==> src/hw/rtl/fpm_pkg.sv <==
// Shared types and constants for the flow pulse monitor.
// Used by fpm_div, flow_pulse_monitor and the testbench; depends on nothing else.
package fpm_pkg;

    // Register indexes of the configuration port.
    localparam logic [1:0] REG_CAL        = 2'd0;
    localparam logic [1:0] REG_START_TO   = 2'd1;
    localparam logic [1:0] REG_NO_FLOW_TO = 2'd2;

    localparam logic [31:0] WINDOW_MIN_MS = 32'd5000;
    localparam logic [16:0] RATE_SCALE    = 17'd100000;
    localparam logic [16:0] MS_PER_MIN    = 17'd60000;
    localparam logic [9:0]  MS_PER_SEC    = 10'd1000;

    // Product of a 32-bit value and a 17-bit scale, and the divider numerator
    // with one bit of headroom for the rounding offset.
    localparam int PROD_W    = 49;
    localparam int NUM_W     = 50;
    localparam int DIV_CNT_W = $clog2(NUM_W);

    typedef enum logic [1:0] {
        REQ_WAIT    = 2'd0,
        REQ_WINDOW  = 2'd1,
        REQ_OBSERVE = 2'd2,
        REQ_SAMPLE  = 2'd3
    } req_t;

    typedef enum logic [2:0] {
        S_IDLE,
        S_FLAGS,
        S_MUL,
        S_GO,
        S_WAIT,
        S_OUT
    } state_t;

    typedef enum logic [1:0] {
        OP_RATE,
        OP_FLOW,
        OP_WATER
    } op_t;

    // One result item; the last field sits in the lowest bits.
    typedef struct packed {
        logic [1:0]  pad;
        logic        water_valid;
        logic [31:0] water_ml;
        logic [31:0] window_ms;
        logic [31:0] window_pulses;
        logic        flow_saturated;
        logic [31:0] flow_ml_per_min;
        logic [31:0] pulse_rate_x100;
        logic        sample_valid;
        logic        no_flow_timed_out;
        logic        start_timed_out;
        logic        flow_established;
    } out_item_t;

endpackage

==> src/hw/rtl/fpm_div.sv <==
// Radix-2 restoring divider, one quotient bit per cycle.
// Depends on fpm_pkg for the numerator width.
module fpm_div
    import fpm_pkg::*;
(
    input  logic             clk,
    input  logic             rst_n,
    input  logic             start,
    input  logic [NUM_W-1:0] num,
    input  logic [31:0]      den,
    output logic             busy,
    output logic             done,
    output logic [NUM_W-1:0] quot
);

    logic [NUM_W-1:0]     nq_reg;
    logic [NUM_W-1:0]     nq_next;
    logic [31:0]          rem_reg;
    logic [31:0]          rem_next;
    logic [31:0]          den_reg;
    logic [DIV_CNT_W-1:0] cnt_reg;
    logic [DIV_CNT_W-1:0] cnt_next;
    logic                 busy_reg;
    logic                 busy_next;
    logic                 done_next;
    logic                 done_reg;
    logic [32:0]          shifted;
    logic [32:0]          diff;
    logic                 ge;

    // The remainder stays below the divisor, so the shifted value fits 33 bits.
    assign shifted = {rem_reg, nq_reg[NUM_W-1]};
    assign diff    = shifted - {1'b0, den_reg};
    assign ge      = shifted >= {1'b0, den_reg};

    always_comb
    begin
        nq_next   = nq_reg;
        rem_next  = rem_reg;
        cnt_next  = cnt_reg;
        busy_next = busy_reg;
        done_next = 1'b0;
        if (start)
        begin
            nq_next   = num;
            rem_next  = '0;
            cnt_next  = '0;
            busy_next = 1'b1;
        end
        else if (busy_reg)
        begin
            nq_next  = {nq_reg[NUM_W-2:0], ge};
            rem_next = ge ? diff[31:0] : shifted[31:0];
            cnt_next = cnt_reg + 1'b1;
            if (cnt_reg == DIV_CNT_W'(NUM_W - 1))
            begin
                busy_next = 1'b0;
                done_next = 1'b1;
            end
        end
    end

    always_ff @(posedge clk or negedge rst_n)
    begin
        if (!rst_n)
        begin
            busy_reg <= 1'b0;
            done_reg <= 1'b0;
            cnt_reg  <= '0;
        end
        else
        begin
            busy_reg <= busy_next;
            done_reg <= done_next;
            cnt_reg  <= cnt_next;
        end
    end

    always_ff @(posedge clk)
    begin
        nq_reg  <= nq_next;
        rem_reg <= rem_next;
        if (start)
        begin
            den_reg <= den;
        end
    end

    assign busy = busy_reg;
    assign done = done_reg;
    assign quot = nq_reg;

endmodule

==> src/hw/rtl/flow_pulse_monitor.sv <==
// Top level of the flow pulse monitor: handshakes, configuration, sequencer.
// Depends on fpm_pkg and on the shared divider fpm_div.

// The monitor takes one request at a time and returns exactly one result
// transfer for it. An accepted request updates the flow-wait and rate-window
// state in the cycle it is taken, the timeout flags are formed in the cycle
// after, and then up to three rounded divisions run one after another on a
// single shared multiplier and a single bit-serial divider: the pulse rate,
// the flow in ml/min (both only for a granted rate sample) and the water
// volume (only when the calibration is nonzero). Each division runs one
// multiply, one divider load, one quotient bit per cycle and a completion
// step. A finished result sits in an output register, so the next request
// is taken while the previous result still waits for its transfer.
// Configuration registers are written with cfg_we and are meant to be
// changed only while no request is in progress.
module flow_pulse_monitor
    import fpm_pkg::*;
(
    input  logic         clk,
    input  logic         rst_n,
    // Request stream.
    input  logic         s_tvalid,
    output logic         s_tready,
    input  logic [63:0]  s_tdata,   // now_ms [31:0], pulse_count [63:32]
    input  logic [1:0]   s_tuser,   // req_type [1:0]
    // Result stream.
    output logic         m_tvalid,
    input  logic         m_tready,
    output logic [167:0] m_tdata,   // flow_established [0], start_timed_out [1],
                                    // no_flow_timed_out [2], sample_valid [3],
                                    // pulse_rate_x100 [35:4], flow_ml_per_min [67:36],
                                    // flow_saturated [68], window_pulses [100:69],
                                    // window_ms [132:101], water_ml [164:133],
                                    // water_valid [165], zero fill [167:166]
    // Configuration write port.
    input  logic         cfg_we,
    input  logic [1:0]   cfg_addr,
    input  logic [31:0]  cfg_wdata
);

    // Configuration registers.
    logic [31:0] cal_reg;
    logic [15:0] start_to_reg;
    logic [15:0] nf_to_reg;

    // Monitor state.
    logic [31:0] wait_start_reg, wait_start_next;
    logic [31:0] last_pulse_reg, last_pulse_next;
    logic [31:0] last_seen_reg,  last_seen_next;
    logic        flow_seen_reg,  flow_seen_next;
    logic [31:0] win_time_reg,   win_time_next;
    logic [31:0] win_count_reg,  win_count_next;

    // Sequencer and working registers.
    state_t            state_reg, state_next;
    op_t               op_reg,    op_next;
    logic [31:0]       now_reg,   now_next;
    logic [31:0]       cnt_reg,   cnt_next;
    logic [PROD_W-1:0] prod_reg,  prod_next;
    out_item_t         res_reg,   res_next;
    out_item_t         out_reg,   out_next;
    logic              m_valid_reg, m_valid_next;

    // Datapath signals.
    logic [31:0]       in_now;
    logic [31:0]       in_cnt;
    logic [31:0]       win_span;
    logic [31:0]       st_span;
    logic [31:0]       nf_span;
    logic [25:0]       st_limit;
    logic [25:0]       nf_limit;
    logic [31:0]       mul_a;
    logic [16:0]       mul_b;
    logic [PROD_W-1:0] prod_full;
    logic [31:0]       div_den;
    logic [NUM_W-1:0]  div_num;
    logic              div_start;
    logic              div_busy;
    logic              div_done;
    logic [NUM_W-1:0]  div_quot;
    logic              div_sat;
    logic [31:0]       div_res;

    assign in_now = s_tdata[31:0];
    assign in_cnt = s_tdata[63:32];

    // Configuration writes; an index beyond the list is ignored.
    always_ff @(posedge clk or negedge rst_n)
    begin
        if (!rst_n)
        begin
            cal_reg      <= '0;
            start_to_reg <= '0;
            nf_to_reg    <= '0;
        end
        else if (cfg_we)
        begin
            case (cfg_addr)
                REG_CAL:        cal_reg      <= cfg_wdata;
                REG_START_TO:   start_to_reg <= cfg_wdata[15:0];
                REG_NO_FLOW_TO: nf_to_reg    <= cfg_wdata[15:0];
                default:        ;
            endcase
        end
    end

    // Wrapping time differences and the timeout limits in milliseconds.
    assign win_span = in_now - win_time_reg;
    assign st_span  = now_reg - wait_start_reg;
    assign nf_span  = now_reg - last_pulse_reg;
    assign st_limit = 26'(start_to_reg) * 26'(MS_PER_SEC);
    assign nf_limit = 26'(nf_to_reg) * 26'(MS_PER_SEC);

    // Shared multiplier: scales the divider numerator for each operation.
    always_comb
    begin
        case (op_reg)
            OP_RATE:
            begin
                mul_a   = res_reg.window_pulses;
                mul_b   = RATE_SCALE;
                div_den = res_reg.window_ms;
            end
            OP_FLOW:
            begin
                mul_a   = res_reg.pulse_rate_x100;
                mul_b   = MS_PER_MIN;
                div_den = cal_reg;
            end
            OP_WATER:
            begin
                mul_a   = cnt_reg;
                mul_b   = RATE_SCALE;
                div_den = cal_reg;
            end
            default:
            begin
                mul_a   = cnt_reg;
                mul_b   = RATE_SCALE;
                div_den = cal_reg;
            end
        endcase
    end

    assign prod_full = {17'b0, mul_a} * {32'b0, mul_b};

    // Adding half the divisor before dividing rounds the quotient to nearest.
    assign div_num = {1'b0, prod_reg} + {{(NUM_W - 31){1'b0}}, div_den[31:1]};

    fpm_div u_div
    (
        .clk   (clk),
        .rst_n (rst_n),
        .start (div_start),
        .num   (div_num),
        .den   (div_den),
        .busy  (div_busy),
        .done  (div_done),
        .quot  (div_quot)
    );

    // A quotient above 32 bits saturates to all ones.
    assign div_sat = |div_quot[NUM_W-1:32];
    assign div_res = div_sat ? 32'hFFFF_FFFF : div_quot[31:0];

    // Sequencer: next state, state updates and result assembly.
    always_comb
    begin
        state_next      = state_reg;
        op_next         = op_reg;
        now_next        = now_reg;
        cnt_next        = cnt_reg;
        prod_next       = prod_reg;
        res_next        = res_reg;
        out_next        = out_reg;
        wait_start_next = wait_start_reg;
        last_pulse_next = last_pulse_reg;
        last_seen_next  = last_seen_reg;
        flow_seen_next  = flow_seen_reg;
        win_time_next   = win_time_reg;
        win_count_next  = win_count_reg;
        s_tready        = 1'b0;
        div_start       = 1'b0;

        m_valid_next = m_valid_reg && !m_tready;

        case (state_reg)
            S_IDLE:
            begin
                s_tready = 1'b1;
                if (s_tvalid)
                begin
                    now_next   = in_now;
                    cnt_next   = in_cnt;
                    res_next   = '0;
                    state_next = S_FLAGS;
                    case (req_t'(s_tuser))
                        REQ_WAIT:
                        begin
                            wait_start_next = in_now;
                            last_pulse_next = in_now;
                            last_seen_next  = in_cnt;
                            flow_seen_next  = 1'b0;
                        end
                        REQ_WINDOW:
                        begin
                            win_time_next  = in_now;
                            win_count_next = in_cnt;
                        end
                        REQ_OBSERVE:
                        begin
                            if (in_cnt != last_seen_reg)
                            begin
                                last_seen_next  = in_cnt;
                                last_pulse_next = in_now;
                                flow_seen_next  = 1'b1;
                            end
                        end
                        REQ_SAMPLE:
                        begin
                            // A sample needs a long enough window and a calibration.
                            if (win_span >= WINDOW_MIN_MS && cal_reg != '0)
                            begin
                                res_next.sample_valid  = 1'b1;
                                res_next.window_pulses = in_cnt - win_count_reg;
                                res_next.window_ms     = win_span;
                                win_time_next          = in_now;
                                win_count_next         = in_cnt;
                            end
                        end
                        default: ;
                    endcase
                end
            end

            S_FLAGS:
            begin
                res_next.flow_established  = flow_seen_reg;
                res_next.start_timed_out   = !flow_seen_reg && (st_span >= {6'b0, st_limit});
                res_next.no_flow_timed_out = flow_seen_reg && (nf_span >= {6'b0, nf_limit});
                if (res_reg.sample_valid)
                begin
                    op_next    = OP_RATE;
                    state_next = S_MUL;
                end
                else if (cal_reg != '0)
                begin
                    op_next    = OP_WATER;
                    state_next = S_MUL;
                end
                else
                begin
                    state_next = S_OUT;
                end
            end

            S_MUL:
            begin
                prod_next  = prod_full;
                state_next = S_GO;
            end

            S_GO:
            begin
                div_start  = 1'b1;
                state_next = S_WAIT;
            end

            S_WAIT:
            begin
                if (div_done)
                begin
                    case (op_reg)
                        OP_RATE:
                        begin
                            res_next.pulse_rate_x100 = div_res;
                            op_next    = OP_FLOW;
                            state_next = S_MUL;
                        end
                        OP_FLOW:
                        begin
                            res_next.flow_ml_per_min = div_res;
                            res_next.flow_saturated  = div_sat;
                            op_next    = OP_WATER;
                            state_next = S_MUL;
                        end
                        OP_WATER:
                        begin
                            res_next.water_ml    = div_res;
                            res_next.water_valid = !div_sat;
                            state_next = S_OUT;
                        end
                        default:
                        begin
                            state_next = S_OUT;
                        end
                    endcase
                end
            end

            S_OUT:
            begin
                // Hand the result over once the output register is free.
                if (!m_valid_reg || m_tready)
                begin
                    out_next     = res_reg;
                    m_valid_next = 1'b1;
                    state_next   = S_IDLE;
                end
            end

            default:
            begin
                state_next = S_IDLE;
            end
        endcase
    end

    always_ff @(posedge clk or negedge rst_n)
    begin
        if (!rst_n)
        begin
            state_reg      <= S_IDLE;
            op_reg         <= OP_RATE;
            m_valid_reg    <= 1'b0;
            wait_start_reg <= '0;
            last_pulse_reg <= '0;
            last_seen_reg  <= '0;
            flow_seen_reg  <= 1'b0;
            win_time_reg   <= '0;
            win_count_reg  <= '0;
        end
        else
        begin
            state_reg      <= state_next;
            op_reg         <= op_next;
            m_valid_reg    <= m_valid_next;
            wait_start_reg <= wait_start_next;
            last_pulse_reg <= last_pulse_next;
            last_seen_reg  <= last_seen_next;
            flow_seen_reg  <= flow_seen_next;
            win_time_reg   <= win_time_next;
            win_count_reg  <= win_count_next;
        end
    end

    always_ff @(posedge clk)
    begin
        now_reg  <= now_next;
        cnt_reg  <= cnt_next;
        prod_reg <= prod_next;
        res_reg  <= res_next;
        out_reg  <= out_next;
    end

    assign m_tvalid = m_valid_reg;
    assign m_tdata  = out_reg;

    // The divider only runs while the sequencer waits for it.
    a_div_owned: assert property (@(posedge clk) disable iff (!rst_n)
        div_busy |-> state_reg == S_WAIT)
        else $error("divider busy outside its wait state");

    // A granted sample always has a window of at least the minimum length.
    a_sample_window: assert property (@(posedge clk) disable iff (!rst_n)
        m_valid_reg && out_reg.sample_valid |-> out_reg.window_ms >= WINDOW_MIN_MS)
        else $error("rate sample with a short window");

    // A refused or absent sample carries all-zero sample fields.
    a_sample_zero: assert property (@(posedge clk) disable iff (!rst_n)
        m_valid_reg && !out_reg.sample_valid |->
            out_reg.pulse_rate_x100 == '0 && out_reg.flow_ml_per_min == '0 &&
            !out_reg.flow_saturated && out_reg.window_pulses == '0 &&
            out_reg.window_ms == '0)
        else $error("sample fields set without a sample");

    // The two timeouts belong to opposite flow phases.
    a_timeouts_exclusive: assert property (@(posedge clk) disable iff (!rst_n)
        m_valid_reg |-> !(out_reg.start_timed_out && out_reg.no_flow_timed_out))
        else $error("both timeouts reported");

    // A new request is only taken when the previous one has left the sequencer.
    a_accept_idle: assert property (@(posedge clk) disable iff (!rst_n)
        s_tvalid && s_tready |=> state_reg == S_FLAGS)
        else $error("accepted request did not start processing");

endmodule

==> config.mk <==
export PLATFORM = sky130hd
export DESIGN_NAME = flow_pulse_monitor
export DESIGN_NICKNAME = d
export VERILOG_FILES = /design/src/hw/rtl/fpm_pkg.sv /design/src/hw/rtl/fpm_div.sv /design/src/hw/rtl/flow_pulse_monitor.sv
export SDC_FILE = /design/constraint.sdc
export NUM_CORES = 2
export LEC_CHECK = 0
export ABC_AREA = 1
export BUFFER_PORTS_ARGS = -buffer_cell sky130_fd_sc_hd__buf_2
export CAP_MARGIN = 0
export CORE_MARGIN = 2
export CORE_UTILIZATION = 58
export CTS_CLUSTER_DIAMETER = 100
export DETAILED_ROUTE_END_ITERATION = 8
export PLACE_DENSITY_LB_ADDON = 0.15
export SLEW_MARGIN = 20
export SYNTH_ARGS = -nofsm -noshare
export SYNTH_HDL_FRONTEND = slang
export SYNTH_SLANG_ARGS = --single-unit
export TNS_END_PERCENT = 5
==> constraint.sdc <==
create_clock -name clk -period 10.8 [get_ports clk]
set_clock_uncertainty 0.05 [all_clocks]
set_input_delay 2.16 -clock clk [delete_from_list [all_inputs] [get_ports clk]]
set_output_delay 2.16 -clock clk [all_outputs]
set_load 0.01 [all_outputs]
==> out/qor.txt <==
Worst-Skew Late Latency = 0.69 ns
Utilization after layout = 0.645
PortBufs = 272
Tmin final = 7.54 ns
Vias in the first global route = 42800
1st-pass router iterations = 8
Total wire length = 163 mm
Core area = 98400 um2
Initial antenna violation count = 9
Setup ws final = 3.26 ns
VDD IR-drop max = 0.286 mV
Most frequent cell on the critical path = inv_1
Crit end category = flip-flop
H-tree depth = 3
Critical Path Start Type = flip-flop
Mapped Cells = 6444
RePlAce Congestion = 1.01
Worst-path clk slew = 0.06 ns
Fillers = 8532
Worst hold path class = flip-flop to flip-flop
Cts hold-fix bufs = 0
Largest net degree at the start of global routing = 112
Hold WS = 0.361 ns
Fin. max-slew vios = 0
CP max stage delay = 0.59 ns
Initial Util = 0.586
Wire per inst = 20.2 um
Final #Nets = 7691
Placed cell area = 60300 um2
Post-route ant nets = 0
CTS tree = yes
Total CTS buffers = 86
Highest Clock Rate = 0.133 GHz
Total gr overflow = 0
I/O Pins = 275
Cells resized by post-CTS repair = 0
Most used flip-flop cell after synthesis = edfxtp_1
Crit path max fanout = 37
Critical path data required time = 11.17 ns
Fin Setup TNS = 0 ns
Top post-synthesis cells by count = 1239 x inv_1, 1238 x nand2_1, 569 x ha_1
Setup Buffers After CTS = 0
Max cap viols = 0
Setup Crit Path Kind = flip-flop to flip-flop
Gr usage total = 0.323
Site Rows = 115
Power Density = 186 nW/um2
DR vias/cell = 5.50
DP HPWL = 131 mm
Final period utilization = 0.699
Cell Area, Synth = 57700 um2
Ratio of cells with drive above 1 in the final layout = 0.0832
Top-count cell post-synth = inv_1
First-pass GRT wire length = 250 mm
Vias post-DR = 44300
Finish-stage setup viols = 0
Post-route cell area = 63500 um2
DRT iter0 DRCs = 4096
RSZ-0062 raised after global routing = false
Worst EP arrival = 7.92 ns
Setup WS pre-CTS = 3.35 ns
Ys Warns = 0
Layout area overhead = 10.0%
#FFs+latches synth = 793
Die height = 319 um
Drt drc = 0
Status = finished, final reports clean
Synth top area share = 0.272
Slew @ Worst Pin = 1.03 ns
FF-to-FF path depth = 26
CTS Root Cell = clkbuf_16
Slowest CP cell = o311ai_0
Max-slew headroom = 0.310
Synth area leaders = edfxtp_1 27%, ha_1 12%, fa_1 11%, dfrtp_1 10%, inv_1 8.1%
Clock sink total = 793
Die width = 319 um
Synth area leader = edfxtp_1
Hold path cells = 0
Fin. Hold Viols = 0
Syn avg cell area = 8.95 um2
Max clock buf depth = 3
Async set-reset flop share out of synthesis = 0.301
Leakage = 30.7 nW
Seq/Total Area, Yosys = 0.387
Die area = 102000 um2
Cell variety after synth = 56
Post-synth EDFFs = 522
## critical path: cells and delay by family, from the launching register on
kind	cells	cell delay (ns)
xor+xnor	1	0.07
simple gates	8	1.09
flops	1	0.51
fa+ha+maj	7	3.21
compound gates	1	0.59
buf+inv	9	1.71
## cells in the final DEF (no fill, tap or decap), types with 16 or more instances in the layout
cell,n
a21boi_0,18
a21o_1,23
a21oi_1,376
a31oi_1,33
buf_2,271
buf_4,28
clkbuf_1,19
clkbuf_16,87
dfrtp_1,239
dfxtp_1,32
edfxtp_1,522
fa_1,322
ha_1,569
inv_1,1235
nand2_1,1237
nand3_1,171
nand3_2,61
nand4_1,52
nor2_1,538
nor3_1,62
nor4_1,24
o211ai_1,33
o21a_1,16
o21ai_0,343
o21bai_1,16
o22ai_1,33
or2_2,22
xnor2_1,82
xor2_1,130
## where the power goes
group          switching, mW  internal (mW)
combinational           3.35           2.02
sequential            0.0481           3.25
clock                   1.31           1.86
total                   4.70           7.13
## final timing paths
| path | from | to | slack [ns] |
|---|---|---|---|
| worst max register to register | op_reg[1]$_DFFE_PN0P_ | prod_reg[45]$_DFFE_PP_ | 3.26 |
| worst min-delay path | res_reg[1]$_DFFE_PP_ | m_tdata[1]$_DFFE_PP_ | 0.36 |
| max in group asynchronous | rst_n | last_seen_reg[11]$_DFFE_PN0P_ | 7.40 |
| min in group asynchronous | rst_n | start_to_reg[8]$_DFFE_PN0P_ | 1.38 |
| worst max-delay path | op_reg[1]$_DFFE_PN0P_ | prod_reg[45]$_DFFE_PP_ | 3.26 |
| worst min register to register | res_reg[1]$_DFFE_PP_ | m_tdata[1]$_DFFE_PP_ | 0.36 |
## metrics by stage
step | std cells | total power [mW]
floorplan | 6445 | 7.16
global placement | 7891 | 8.46
detailed placement | 7891 | 8.61
CTS | 8052 | 11.8
global route | 8055 | 12.8
finish | 8056 | 11.8
## kinds of logic after synthesis
| group | count (synthesis) | share of synthesized area |
|---|---|---|
| simple gates | 2213 | 0.162 |
| mux | 2 | 0.000390 |
| compound gates | 945 | 0.0906 |
| buf+inv | 1387 | 0.0927 |
| flops | 793 | 0.387 |
| fa+ha+maj | 891 | 0.235 |
| xor+xnor | 212 | 0.0322 |
| other cells | 1 | 0.0000650 |
## routing by layer
layer	track usage	wire, um	vias up	part of all wire
met1	0.469	73200	21100	0.45
met2	0.481	69700	1534	0.43
li1	-	-	21400	-
met4	0.0901	4480	4	0.028
met3	0.0791	15400	225	0.095
met5	0	32	-	0.00020
## area by class of cell
class	count	area [um2]	share of cell area
well taps	1287	1610	0.0254
clock buffers	115	2370	0.0374
clock inverters	46	707	0.0111
diodes	1	2.50	0.0000394
flip-flops and latches	793	22300	0.351
inverters	1245	4680	0.0738
repair buffers	304	1650	0.0260
multi-input cells	4265	30100	0.475
Note: power is estimated with default switching activity, not from simulation.
